[src/rtl/spadd_pkg.sv]
// Package: shared widths, opcodes and controller/datapath command and status types.
`timescale 1ns / 1ps
`default_nettype none
package spadd_pkg;

	localparam int COEF_W      = 16;
	localparam int EXP_W       = 10;
	localparam int SUM_W       = 17;
	localparam int TERM_W      = COEF_W + EXP_W;
	localparam int MAX_RESULTS = 32;
	localparam int RES_CNT_W   = $clog2(MAX_RESULTS + 1);

	localparam logic [1:0] OP_APPEND_FIRST  = 2'd0;
	localparam logic [1:0] OP_APPEND_SECOND = 2'd1;
	localparam logic [1:0] OP_RUN           = 2'd2;

	// Commands from controller to datapath
	typedef struct packed {
		logic take;        // input transaction accepted this cycle
		logic start_run;   // rewind merge pointers
		logic load_empty;  // emit the empty result of a run on two empty lists
		logic emit;        // emit one merged term
	} cmd_t;

	// Status from datapath to controller
	typedef struct packed {
		logic run_op;      // incoming opcode is a run
		logic empty_lists; // both stores hold no terms
		logic final_step;  // the term being merged is the last of the run
		logic out_free;    // output register can take a result this cycle
	} sts_t;

endpackage
`default_nettype wire

[src/rtl/spadd_if.sv]
// Interfaces: term input channel and result output channel.
`timescale 1ns / 1ps
`default_nettype none
interface spadd_in_if;
	logic                                  valid;
	logic                                  ready;
	logic [1:0]                            opcode;
	logic signed [spadd_pkg::COEF_W-1:0]   coefficient;
	logic [spadd_pkg::EXP_W-1:0]           exponent;

	modport source (output valid, output opcode, output coefficient, output exponent,
		input ready);
	modport sink (input valid, input opcode, input coefficient, input exponent,
		output ready);
endinterface

interface spadd_out_if;
	logic                                  valid;
	logic                                  ready;
	logic signed [spadd_pkg::SUM_W-1:0]    sum_coefficient;
	logic [spadd_pkg::EXP_W-1:0]           sum_exponent;
	logic                                  term_valid;
	logic                                  last_term;
	logic                                  overflow;

	modport source (output valid, output sum_coefficient, output sum_exponent,
		output term_valid, output last_term, output overflow, input ready);
	modport sink (input valid, input sum_coefficient, input sum_exponent,
		input term_valid, input last_term, input overflow, output ready);
endinterface
`default_nettype wire

[src/rtl/sparse_polynomial_add_merge_core.sv]
// Sparse polynomial adder: two term stores merged in descending exponent order.
//
// Input channel term_in carries an opcode, a coefficient and an exponent.
// Opcodes 0 and 1 append a term to the first or second store; loads may
// arrive back to back. An append to a full store drops the term and sets
// the overflow flag. Opcode 3 is ignored.
// Opcode 2 runs the merge: results leave on result_out, one per merged term,
// the last marked by last_term. Each result takes a store read (fetch
// state), then a compare/add into the output register (emit state).
// A run on two empty stores gives one empty result on the next cycle.
// No new transaction is taken while a run is in progress or a result
// waits unaccepted in the output register. The run clears both store
// counts and the overflow flag.
// When the receiver stalls, the result holds in the output register and
// the merge waits. Reset clears counts, the flag and the output valid;
// store contents are not cleared and need no clearing pass.
`timescale 1ns / 1ps
`default_nettype none
module sparse_polynomial_add_merge_core #(
	parameter int MAX_TERMS = 16
) (
	input wire logic  clk,
	input wire logic  arst_n,
	spadd_in_if.sink  term_in,
	spadd_out_if.source result_out
);

	spadd_pkg::cmd_t cmd;
	spadd_pkg::sts_t sts;

	spadd_ctrl u_ctrl (
		.clk      (clk),
		.arst_n   (arst_n),
		.in_valid (term_in.valid),
		.in_ready (term_in.ready),
		.sts      (sts),
		.cmd      (cmd)
	);

	spadd_dp #(.MAX_TERMS(MAX_TERMS)) u_dp (
		.clk             (clk),
		.arst_n          (arst_n),
		.cmd             (cmd),
		.sts             (sts),
		.opcode          (term_in.opcode),
		.coefficient     (term_in.coefficient),
		.exponent        (term_in.exponent),
		.res_valid       (result_out.valid),
		.res_ready       (result_out.ready),
		.sum_coefficient (result_out.sum_coefficient),
		.sum_exponent    (result_out.sum_exponent),
		.term_valid      (result_out.term_valid),
		.last_term       (result_out.last_term),
		.overflow        (result_out.overflow)
	);

endmodule
`default_nettype wire

[src/rtl/spadd_ram.sv]
// Generic single-write, single-read RAM with registered read data.
`timescale 1ns / 1ps
`default_nettype none
module spadd_ram #(
	parameter int WIDTH = 26,
	parameter int DEPTH = 16
) (
	input  wire logic                                  clk,
	input  wire logic                                  we,
	input  wire logic [(DEPTH > 1 ? $clog2(DEPTH) : 1)-1:0] waddr,
	input  wire logic [WIDTH-1:0]                      wdata,
	input  wire logic [(DEPTH > 1 ? $clog2(DEPTH) : 1)-1:0] raddr,
	output logic      [WIDTH-1:0]                      rdata
);

	logic [WIDTH-1:0] mem_q [DEPTH];

	// Write port and registered read port
	always_ff @(posedge clk) begin
		if (we) begin
			mem_q[waddr] <= wdata;
		end
		rdata <= mem_q[raddr];
	end

endmodule
`default_nettype wire

[src/rtl/spadd_ctrl.sv]
// Controller: sequences loads, run start, fetch and emit of merged terms.
`timescale 1ns / 1ps
`default_nettype none
module spadd_ctrl (
	input  wire logic            clk,
	input  wire logic            arst_n,
	input  wire logic            in_valid,
	output logic                 in_ready,
	input  wire spadd_pkg::sts_t sts,
	output spadd_pkg::cmd_t      cmd
);

	localparam logic [1:0] ST_IDLE  = 2'd0;
	localparam logic [1:0] ST_FETCH = 2'd1;
	localparam logic [1:0] ST_EMIT  = 2'd2;

	logic [1:0] state_q;
	logic [1:0] state_nxt;

	assign in_ready = (state_q == ST_IDLE) && sts.out_free;

	// Decode commands and next state
	always_comb begin
		cmd       = '0;
		state_nxt = state_q;
		case (state_q)
			ST_IDLE: begin
				cmd.take = in_valid && in_ready;
				if (cmd.take && sts.run_op) begin
					if (sts.empty_lists) begin
						cmd.load_empty = 1'b1;
					end else begin
						cmd.start_run = 1'b1;
						state_nxt     = ST_FETCH;
					end
				end
			end
			ST_FETCH: begin
				state_nxt = ST_EMIT;
			end
			ST_EMIT: begin
				if (sts.out_free) begin
					cmd.emit  = 1'b1;
					state_nxt = sts.final_step ? ST_IDLE : ST_FETCH;
				end
			end
			default: begin
				state_nxt = ST_IDLE;
			end
		endcase
	end

	// Hold state
	always_ff @(posedge clk or negedge arst_n) begin
		if (!arst_n) begin
			state_q <= ST_IDLE;
		end else begin
			state_q <= state_nxt;
		end
	end

endmodule
`default_nettype wire

[src/rtl/spadd_dp.sv]
// Datapath: term stores, counts, merge pointers, compare/add and output register.
`timescale 1ns / 1ps
`default_nettype none
module spadd_dp #(
	parameter int MAX_TERMS = 16
) (
	input  wire logic                                clk,
	input  wire logic                                arst_n,
	input  wire spadd_pkg::cmd_t                     cmd,
	output spadd_pkg::sts_t                          sts,
	input  wire logic [1:0]                          opcode,
	input  wire logic signed [spadd_pkg::COEF_W-1:0] coefficient,
	input  wire logic [spadd_pkg::EXP_W-1:0]         exponent,
	output logic                                     res_valid,
	input  wire logic                                res_ready,
	output logic signed [spadd_pkg::SUM_W-1:0]       sum_coefficient,
	output logic [spadd_pkg::EXP_W-1:0]              sum_exponent,
	output logic                                     term_valid,
	output logic                                     last_term,
	output logic                                     overflow
);

	localparam int CW = $clog2(MAX_TERMS + 1);
	localparam int AW = (MAX_TERMS > 1) ? $clog2(MAX_TERMS) : 1;
	localparam int TW = spadd_pkg::TERM_W;
	localparam int EW = spadd_pkg::EXP_W;
	localparam int KW = spadd_pkg::RES_CNT_W;

	logic [CW-1:0] cnt1_q, cnt2_q;
	logic [CW-1:0] ptr1_q, ptr2_q;
	logic [KW-1:0] res_cnt_q;
	logic          ovf_q;
	logic          ovalid_q;

	logic [TW-1:0] rd1, rd2;
	logic          we1, we2;
	logic          full1, full2;

	logic [EW-1:0]                       a_exp, b_exp;
	logic signed [spadd_pkg::COEF_W-1:0] a_coef, b_coef;
	logic                                have_a, have_b;
	logic [CW-1:0]                       ptr1_nxt, ptr2_nxt;
	logic [KW-1:0]                       res_cnt_nxt;
	logic signed [spadd_pkg::SUM_W-1:0]  m_coef;
	logic [EW-1:0]                       m_exp;

	// Append decode
	assign full1 = (cnt1_q == CW'(MAX_TERMS));
	assign full2 = (cnt2_q == CW'(MAX_TERMS));
	assign we1   = cmd.take && (opcode == spadd_pkg::OP_APPEND_FIRST) && !full1;
	assign we2   = cmd.take && (opcode == spadd_pkg::OP_APPEND_SECOND) && !full2;

	spadd_ram #(.WIDTH(TW), .DEPTH(MAX_TERMS)) u_first_store (
		.clk   (clk),
		.we    (we1),
		.waddr (cnt1_q[AW-1:0]),
		.wdata ({coefficient, exponent}),
		.raddr (ptr1_q[AW-1:0]),
		.rdata (rd1)
	);

	spadd_ram #(.WIDTH(TW), .DEPTH(MAX_TERMS)) u_second_store (
		.clk   (clk),
		.we    (we2),
		.waddr (cnt2_q[AW-1:0]),
		.wdata ({coefficient, exponent}),
		.raddr (ptr2_q[AW-1:0]),
		.rdata (rd2)
	);

	// Merge step: pick the higher exponent, add on a tie
	always_comb begin
		a_exp    = rd1[EW-1:0];
		a_coef   = rd1[TW-1:EW];
		b_exp    = rd2[EW-1:0];
		b_coef   = rd2[TW-1:EW];
		have_a   = ptr1_q < cnt1_q;
		have_b   = ptr2_q < cnt2_q;
		ptr1_nxt = ptr1_q;
		ptr2_nxt = ptr2_q;
		m_coef   = {b_coef[spadd_pkg::COEF_W-1], b_coef};
		m_exp    = b_exp;
		if (have_a && have_b && (a_exp == b_exp)) begin
			m_coef   = {a_coef[spadd_pkg::COEF_W-1], a_coef}
				+ {b_coef[spadd_pkg::COEF_W-1], b_coef};
			m_exp    = a_exp;
			ptr1_nxt = ptr1_q + CW'(1);
			ptr2_nxt = ptr2_q + CW'(1);
		end else if (have_a && (!have_b || (a_exp > b_exp))) begin
			m_coef   = {a_coef[spadd_pkg::COEF_W-1], a_coef};
			m_exp    = a_exp;
			ptr1_nxt = ptr1_q + CW'(1);
		end else begin
			ptr2_nxt = ptr2_q + CW'(1);
		end
		res_cnt_nxt = res_cnt_q + KW'(1);
	end

	// Status to controller
	always_comb begin
		sts.run_op      = (opcode == spadd_pkg::OP_RUN);
		sts.empty_lists = (cnt1_q == '0) && (cnt2_q == '0);
		sts.final_step  = !((ptr1_nxt < cnt1_q) || (ptr2_nxt < cnt2_q))
			|| (res_cnt_nxt == KW'(spadd_pkg::MAX_RESULTS));
		sts.out_free    = !ovalid_q || res_ready;
	end

	// Counts, pointers, overflow flag and output valid
	always_ff @(posedge clk or negedge arst_n) begin
		if (!arst_n) begin
			cnt1_q    <= '0;
			cnt2_q    <= '0;
			ptr1_q    <= '0;
			ptr2_q    <= '0;
			res_cnt_q <= '0;
			ovf_q     <= 1'b0;
			ovalid_q  <= 1'b0;
		end else begin
			if (we1) begin
				cnt1_q <= cnt1_q + CW'(1);
			end
			if (we2) begin
				cnt2_q <= cnt2_q + CW'(1);
			end
			if (cmd.take && (((opcode == spadd_pkg::OP_APPEND_FIRST) && full1)
				|| ((opcode == spadd_pkg::OP_APPEND_SECOND) && full2))) begin
				ovf_q <= 1'b1;
			end
			if (cmd.start_run) begin
				ptr1_q    <= '0;
				ptr2_q    <= '0;
				res_cnt_q <= '0;
			end
			if (cmd.emit) begin
				ptr1_q    <= ptr1_nxt;
				ptr2_q    <= ptr2_nxt;
				res_cnt_q <= res_cnt_nxt;
				if (sts.final_step) begin
					cnt1_q <= '0;
					cnt2_q <= '0;
					ovf_q  <= 1'b0;
				end
			end
			if (cmd.load_empty) begin
				ovf_q <= 1'b0;
			end
			if (cmd.emit || cmd.load_empty) begin
				ovalid_q <= 1'b1;
			end else if (res_ready) begin
				ovalid_q <= 1'b0;
			end
		end
	end

	// Output payload register
	always_ff @(posedge clk) begin
		if (cmd.emit) begin
			sum_coefficient <= m_coef;
			sum_exponent    <= m_exp;
			term_valid      <= 1'b1;
			last_term       <= sts.final_step;
			overflow        <= ovf_q;
		end else if (cmd.load_empty) begin
			sum_coefficient <= '0;
			sum_exponent    <= '0;
			term_valid      <= 1'b0;
			last_term       <= 1'b1;
			overflow        <= ovf_q;
		end
	end

	assign res_valid = ovalid_q;

endmodule
`default_nettype wire

[src/flat_wrapper.sv]
// flat-port wrapper written by rule: the top's interface ports become plain ports
module sparse_polynomial_add_merge_core_flat 
#(
	parameter int MAX_TERMS = 16
)
  (clk, arst_n, term_in_valid, term_in_opcode, term_in_coefficient, term_in_exponent, term_in_ready, result_out_valid, result_out_sum_coefficient, result_out_sum_exponent, result_out_term_valid, result_out_last_term, result_out_overflow, result_out_ready);
  spadd_in_if term_in_i ();
  spadd_out_if result_out_i ();
  input wire logic clk;
  input wire logic arst_n;
  input wire logic [$bits(term_in_i.valid)-1:0] term_in_valid;
  input wire logic [$bits(term_in_i.opcode)-1:0] term_in_opcode;
  input wire logic [$bits(term_in_i.coefficient)-1:0] term_in_coefficient;
  input wire logic [$bits(term_in_i.exponent)-1:0] term_in_exponent;
  output wire logic [$bits(term_in_i.ready)-1:0] term_in_ready;
  output wire logic [$bits(result_out_i.valid)-1:0] result_out_valid;
  output wire logic [$bits(result_out_i.sum_coefficient)-1:0] result_out_sum_coefficient;
  output wire logic [$bits(result_out_i.sum_exponent)-1:0] result_out_sum_exponent;
  output wire logic [$bits(result_out_i.term_valid)-1:0] result_out_term_valid;
  output wire logic [$bits(result_out_i.last_term)-1:0] result_out_last_term;
  output wire logic [$bits(result_out_i.overflow)-1:0] result_out_overflow;
  input wire logic [$bits(result_out_i.ready)-1:0] result_out_ready;
  assign term_in_i.valid = term_in_valid;
  assign term_in_i.opcode = term_in_opcode;
  assign term_in_i.coefficient = term_in_coefficient;
  assign term_in_i.exponent = term_in_exponent;
  assign term_in_ready = term_in_i.ready;
  assign result_out_valid = result_out_i.valid;
  assign result_out_sum_coefficient = result_out_i.sum_coefficient;
  assign result_out_sum_exponent = result_out_i.sum_exponent;
  assign result_out_term_valid = result_out_i.term_valid;
  assign result_out_last_term = result_out_i.last_term;
  assign result_out_overflow = result_out_i.overflow;
  assign result_out_i.ready = result_out_ready;
  sparse_polynomial_add_merge_core #(.MAX_TERMS(MAX_TERMS)) u_core (.clk(clk), .arst_n(arst_n), .term_in(term_in_i), .result_out(result_out_i));
endmodule
[config.mk]
export PLATFORM = sky130hd
export DESIGN_NAME = sparse_polynomial_add_merge_core_flat
export DESIGN_NICKNAME = d
export VERILOG_FILES = /design/src/rtl/spadd_pkg.sv /design/src/rtl/spadd_if.sv /design/src/rtl/sparse_polynomial_add_merge_core.sv /design/src/rtl/spadd_ram.sv /design/src/rtl/spadd_ctrl.sv /design/src/rtl/spadd_dp.sv /design/src/flat_wrapper.sv
export SDC_FILE = /design/constraint.sdc
export NUM_CORES = 1
export LEC_CHECK = 0
export ABC_AREA = 1
export BUFFER_PORTS_ARGS = -buffer_cell sky130_fd_sc_hd__buf_2
export CELL_PAD_IN_SITES_DETAIL_PLACEMENT = 1
export CELL_PAD_IN_SITES_GLOBAL_PLACEMENT = 2
export CORE_MARGIN = 4
export CORE_UTILIZATION = 35
export DETAILED_ROUTE_END_ITERATION = 10
export PLACE_DENSITY = 0.71
export SLEW_MARGIN = 40
export SYNTH_ARGS = -nofsm -noshare
export SYNTH_HDL_FRONTEND = slang
export SYNTH_SLANG_ARGS = --single-unit
[constraint.sdc]
create_clock -name clk -period 3.35 [get_ports clk]
set_input_delay 0 -clock clk [delete_from_list [all_inputs] [get_ports clk]]
set_output_delay 0 -clock clk [all_outputs]
set_load 0.005 [all_outputs]
## Word level (Yosys, flattened, before mapping)

Memories as Yosys holds them, arrays and structs flattened. A register that Yosys moved wholly into a read port is not among the register bits.
Index checks and enable logic that the tools add are counted.

- Magnitude comparators: 5
- Equality and inequality tests: 11
- $add $sub $neg: 6
- Reduce and logical (&&, ||, !) cells: 33
- Muxes and demuxes: 48

Operator list:

| operator | count |
|---|---|
| 17-bit two-way mux | 4 |
| 5-bit two-way mux | 13 |
| 10-bit two-way mux | 4 |
| 5-bit by 1-bit adder with 5-bit output (second input constant) | 4 |
| 5-bit less-than comparator | 4 |
| 1-bit two-way mux | 19 |
| 16-bit by 16-bit adder with 17-bit output | 1 |
| 1-bit logical AND | 14 |
| 6-bit two-way mux | 2 |
| 10-bit equality test | 1 |
| 5-bit equality test (second input constant) | 2 |
| 10-bit > comparator | 1 |
| 5-bit zero test | 2 |
| 2-bit two-way mux | 4 |
| 6-bit by 1-bit adder with 6-bit output (second input constant) | 1 |
| 6-bit equality test (second input constant) | 1 |
| 1-bit logical OR | 6 |
| 2-bit case mux with 3 select lines | 1 |
| 2-bit nonzero test | 3 |
| 1-bit zero test | 5 |
| 2-bit by 1-bit equality test with 1-bit output (second input constant) | 2 |
| 2-bit equality test (second input constant) | 2 |
| 2-bit zero test | 2 |
| 2-bit inequality test (second input constant) | 2 |
| 3 further kinds | 3 |

- Output and inout bits: 32
- Memory bits (writable): 832
- Logic and storage cells: 118
- Register bits: 60
- Memories: 2
- Bits of input ports: 32

Memory list:

| name | words | width | read ports | clocked after Yosys merged registers in | write ports | RTL line | source |
|---|---|---|---|---|---|---|---|
| u_core.u_dp.u_first_store.mem_q | 16 | 26 | 1 | 1 | 1 | spadd_ram.sv:16 | `logic [WIDTH-1:0] mem_q [DEPTH];` |
| u_core.u_dp.u_second_store.mem_q | 16 | 26 | 1 | 1 | 1 | spadd_ram.sv:16 |  |

## Longest topological paths before layout

- Word-level depth: 13
- Mapped depth: 22
- Gate-level depth less buffers: 21

## By module

A second synthesis with hierarchy kept.

- Cell total of the unflattened synthesis: 4020
- Area, all modules: 41223.3 um^2

By module, submodules not included:

| module | times used | sequential area each (um^2) | area an instance (um^2) | cells an instance |
|---|---|---|---|---|
| spadd_ram at u_core.u_dp.u_first_store | 1 | 13012.5 | 18336.3 | 1729 |
| spadd_ram at u_core.u_dp.u_second_store | 1 | 13012.5 | 18313.8 | 1727 |
| spadd_dp | 1 | 1591.5 | 4444.3 | 547 |
| spadd_ctrl | 1 | 50.0 | 128.9 | 17 |

## Worst setup path after synthesis

OpenSTA, ideal clock, no wires.

- Path kind: register to register
- Start: register u_core.u_dp.cnt1_q[0]
- End: memory u_core.u_dp.u_first_store.mem_q[15][0], enable pin
- Data arrival time: 2.571 ns
- Setup time: 0.412 ns
- Slack: 0.368 ns
- Required time: 2.938 ns
- Stages on the path, launching flop included: 8
- Path buffers: 0
- Period minus slack after synthesis: 2.982 ns
- Cell sequence: dfrtp_1 inv_1 ha_1 nand2_1 nor2_1 nor3_2 nand3_1 nor2_1

- Longest elaborated chain between the ends: 5

RTL lines:

| element | RTL line | source |
|---|---|---|
| from (decl) | spadd_dp.sv:29 | `logic [CW-1:0] cnt1_q, cnt2_q;` |
| from (signal assigned) | spadd_dp.sv:120 | `cnt1_q <= cnt1_q + CW'(1);` |
| 5-bit equality test | spadd_dp.sv:48 | `assign full1 = (cnt1_q == CW'(MAX_TERMS));` |
| 1-bit zero test | spadd_dp.sv:50 | `assign we1 = cmd.take && (opcode == spadd_pkg::OP_APPEND_FIRST) && !full1;` |
| 1-bit logical AND | spadd_dp.sv:50 |  |
| 1-bit two-way mux | spadd_ram.sv:20 | `if (we) begin` |
| 1-bit two-way mux (not written as such) | spadd_ram.sv:21 | `mem_q[waddr] <= wdata;` |
| to (decl) | spadd_ram.sv:16 |  |

Parallel ways exist; a longest one is shown, timed or not.

## Worst setup path in the final report

- Start: register u_core.u_dp.cnt1_q[2]
- End: register u_core.u_dp.cnt1_q[1]

- Longest elaborated chain between the ends: 10
- Elaborated cells between the ends (all ways): 19
- Those cells by class: order compare: 3; eq/ne: 1; mux: 7; reduce/logical: 8

RTL lines:

| element | RTL line | source |
|---|---|---|
| 5-bit less-than comparator | spadd_dp.sv:77 | `have_a = ptr1_q < cnt1_q;` |
| 1-bit logical AND, on equally long branches | spadd_dp.sv:89, spadd_dp.sv:83 |  |
| 5-bit two-way mux / 1-bit logical AND (equally long branches) | spadd_dp.sv:89, spadd_dp.sv:83 |  |
| 5-bit two-way mux | spadd_dp.sv:83 | `if (have_a && have_b && (a_exp == b_exp)) begin` |
| 5-bit less-than comparator | spadd_dp.sv:103 | `sts.final_step = !((ptr1_nxt < cnt1_q) \|\| (ptr2_nxt < cnt2_q))` |
| 1-bit logical OR | spadd_dp.sv:103 |  |
| 1-bit zero test | spadd_dp.sv:103 |  |
| 1-bit logical OR | spadd_dp.sv:104 | `\|\| (res_cnt_nxt == KW'(spadd_pkg::MAX_RESULTS));` |
| 5-bit two-way mux | spadd_dp.sv:138 | `if (sts.final_step) begin` |
| 5-bit two-way mux * | spadd_dp.sv:134 | `if (cmd.emit) begin` |

Mark *: on every way between the ends. The rest lies on a longest branch, timed or not.
A chain may end at the register's enable or synchronous reset.

==> impl_metrics.csv <==
group,metric,value,unit
route,post_drt_wl_per_cell,25.24,µm
floorplan,dieArea,112900,µm²
power_and_ir_drop,p_leak,14.67,nW
worst_setup_path,ff2ff_path_depth,20,
clock_network,root_buffer,"clkbuf_16",
synthesis,yosysTopAreaCellShare,68.67,%
timing,max-slew-margin-rel,39.91,%
global_route,grtUsageTotal,19.24,%
global_route,met1_usage,26.34,%
synthesis,ys.flop_type,"edfxtp_1",
power_and_ir_drop,ir_drop,0.0004638,V
synthesis,ys_top_cells_by_count,"861 x edfxtp_1, 426 x nor2_1, 356 x o21ai_0, 186 x nand2_1, 165 x o221ai_1",
synthesis,synth_cell_types,48,
timing,period_share,94.29,%
route,antenna_left,0,
final_layout,final_nets,2985,
synthesis,ys_ff_latch,944,
power_and_ir_drop,seqPwrFrac,39.8,%
timing,clock.fmax,0.3166,GHz
clock_network,cts_tree,"yes",
timing,slew_viol_final,0,
timing,tightest_slew,901.3,ps
power_and_ir_drop,switching_share,34.86,%
global_route,antenna_found_initial,2,
floorplan,start_util,35.22,%
synthesis,yosysWarnings,0,
floorplan,ios,64,
global_route,use_met2,32.72,%
synthesis,synth_area_leaders,"edfxtp_1 69%, o21ai_0 4.7%, nor2_1 4.2%",
worst_setup_path,r2r-end,"u_core.u_dp.cnt1_q[1]",
timing,hold_violations,0,
job,maxCapViolations,0,
global_route,grt_max_degree,213,
final_layout,drive_gt1_share,13.08,%
power_and_ir_drop,clkPwrFrac,29.6,%
synthesis,synthCells,2773,
timing,setup_viol,0,
worst_setup_path,crit_arrival,3740,ps
floorplan,num_rows,120,
worst_setup_path,cp-end-kind,"flop",
route,drc,0,
global_route,grt_pass1_vias,25253,
clock_network,h-tree-depth,3,
synthesis,synth_edf_count,861,
final_layout,insertedDiodeCount,0,
synthesis,netlist_area,37650,µm²
final_layout,fillerInstances,10832,
power_and_ir_drop,p_sw,0.01241,W
power_and_ir_drop,p_per_area,806.6,nW/µm²
clock_network,cts_buffers,100,
hold_path,hold_path_end,"u_core.u_ctrl.state_q[1]",
timing,skew,17.02,ps
route,drt_pass1_iterations,6,
floorplan,die_h,336.0,µm
worst_setup_path,r2r-start,"u_core.u_dp.cnt1_q[2]",
global_route,overflow,0,
floorplan,core,106900,µm²
clock_network,cts.sinks,944,
worst_setup_path,critPathKind,"reg -> reg",
route,wirelength,110500,µm
clock_network,cts.clk_slew.worst_paths,60,ps
synthesis,synth_most_common_cell,"edfxtp_1",
synthesis,synth_top_area_cell,"edfxtp_1",
final_layout,post-route-util,41.27,%
place,port_buffers,63,
place,dp_slack,-71.44,ps
synthesis,ys_seq_area_share,73.48,%
worst_setup_path,reg2reg_slack,190,ps
synthesis,async_flop_share,3.178,%
status,status,"complete, no violations",
place,dp_hpwl,60760,µm
hold_path,hold_depth,5,
floorplan,chipWidth,336.0,µm
clock_network,clk_latency,650,ps
place,gp_congestion,0.8223,
global_route,top_usage_layer,"met2",
timing,setup_slack,191.3,ps
route,avgViaCountPerCell,5.471,
global_route,grt_pass1_wl,163300,µm
power_and_ir_drop,intPower,0.02318,W
final_layout,multi_input_area,9445,µm²
timing,fin_crit,3159,ps
synthesis,syn_area_per_cell,13.58,µm²
final_layout,syn2layout_area_growth,17.18,%
power_and_ir_drop,pwr-share-comb,30.6,%
hold_path,min_from,"result_out_ready",
final_layout,regArea,27690,µm²
hold_path,hp-class,"in -> reg",
clock_network,clockBufferDepth,3,
global_route,grt.met3_usage,2.490,%
route,vias,23954,
worst_setup_path,cp.required,3930,ps
route,dr.first_iter.drc_count,1959,
synthesis,syn_nets,2859,
worst_setup_path,crit_fanout,7,
worst_setup_path,start_kind,"flop",
cells in the final DEF, fill, tap and decap left out, drive strengths merged:
master	instances
edfxtp	861
nor2	429
o21ai	359
nand2	191
o221ai	165
buf	161
clkbuf	126
nand3	85
inv	80
mux2i	78
a21oi	57
dfxtp	53
ha	53
clkinv	42
o211ai	36
dlygate4sd3	34
dfrtp	30
o22ai	29
o32ai	19
xor2	19
nor3	14
a22oi	11
nand4	7
bufinv	6
xnor2	5
nor4	4
or2	4
a21o	2
a211oi	2
a22o	2
a31oi	2
clkinvlp	2
or4	1
a32o	1
o21bai	1
o31ai	1
nand3b	1
a21boi	1
fa	1
power by group through the flow:
stage	combinational, W	sequential (W)	clock, W
6_report	0.0109	0.0142	0.0105
3_5_place_dp	0.0106	0.0144	0
5_1_grt	0.0120	0.0142	0.0113
2_1_floorplan	0.00648	0.0143	0
3_3_place_gp	0.0102	0.0144	0
4_1_cts	0.0107	0.0142	0.0108
per-stage QoR:
stage | std cells | hold WS (ps) | power, W | setup TNS [ps] | instance area [µm²]
2_1_floorplan | 2773 | -295.6 | 0.02074 | 0 | 37650
3_3_place_gp | 4153 | 99.91 | 0.02456 | 0 | 40340
3_5_place_dp | 4154 | 100.2 | 0.02496 | -145.0 | 40370
4_1_cts | 4367 | 220.8 | 0.03560 | 0 | 43820
5_1_grt | 4378 | 284.4 | 0.03753 | -25.05 | 44120
6_report | 4378 | 249.3 | 0.03559 | 0 | 44120
cells by family after synthesis:
family / after synthesis / share of synthesized area (%)
flip-flops: 944 / 73.48
XOR/XNOR: 24 / 0.5583
AO/OA/AOI/OAI: 688 / 11.57
buffers and inverters: 250 / 2.565
AND/OR/NAND/NOR: 735 / 7.932
adder cells (fa/ha/maj): 54 / 1.814
multiplexers: 78 / 2.074
sequential cells by signal, indices dropped and copies added, names as in the netlist, 2 cells and up:
| signal | cells |
|---|---|
| u_core.u_dp.ptr1_q | 5 |
| u_core.u_dp.sum_exponent | 10 |
| u_core.u_dp.sum_coefficient | 17 |
| u_core.u_dp.res_cnt_q | 6 |
| u_core.u_dp.cnt2_q | 5 |
| u_core.u_dp.ptr2_q | 5 |
| u_core.u_dp.u_first_store.mem_q | 416 |
| u_core.u_ctrl.state_q | 2 |
| u_core.u_dp.u_first_store.rdata | 26 |
| u_core.u_dp.u_second_store.mem_q | 416 |
| u_core.u_dp.cnt1_q | 5 |
| u_core.u_dp.u_second_store.rdata | 26 |
critical path: stages (launching register included):
cell      delay [ps]
dfrtp_1          400
inv_1            150
ha_4             220
nand2_1           60
inv_1             40
o21ai_1          140
nand3_2          160
nor2_4           130
nand2_4           80
nand2_4          120
nand3_2           90
nor2_4           160
xor2_2           230
ha_4             250
nand2_1           50
nor2_1            50
a211oi_1         200
nand2_1           90
nand2_2          140
nand2_4          130
a21oi_4          180
how the worst max path moves through the flow:
stage	end	from	cells after the start
3_5_place_dp	u_core.u_dp.cnt1_q[1]	u_core.u_dp.cnt1_q[2]	20
5_1_grt	u_core.u_dp.cnt1_q[1]	u_core.u_dp.u_second_store.rdata[5]	20
3_3_place_gp	u_core.u_ctrl.state_q[0]	u_core.u_dp.cnt1_q[2]	20
2_1_floorplan	u_core.u_dp.u_first_store.mem_q[15][0]	u_core.u_dp.cnt1_q[0]	7
6_report	u_core.u_dp.cnt1_q[1]	u_core.u_dp.cnt1_q[2]	20
4_1_cts	u_core.u_dp.cnt1_q[1]	u_core.u_dp.cnt1_q[2]	20
routing by layer:
layer  wire length [µm]  vias up
li1                   -    10724
met1              49910    12566
met2              53700      521
met3               4816      143
met4               2089        0
met5                  0        -
cell type report:
| type | count | area share, % |
|---|---|---|
| clock inverters | 52 | 0.9273 |
| multi-input cells | 1580 | 21.41 |
| well taps | 1403 | 3.979 |
| flip-flops and latches | 944 | 62.75 |
| inverters | 78 | 0.6806 |
| repair buffers | 195 | 4.194 |
| clock buffers | 126 | 6.060 |
what timing repair did:
action	4_1_cts	5_1_grt
setup buffers	0	8
resized for setup	1	30
hold buffers	35	0
hold endpoints to repair	872	0
endpoints found under the setup margin	12	13
gates cloned	0	1
pin swaps	1	22
Power figures use the tool's default switching activity.
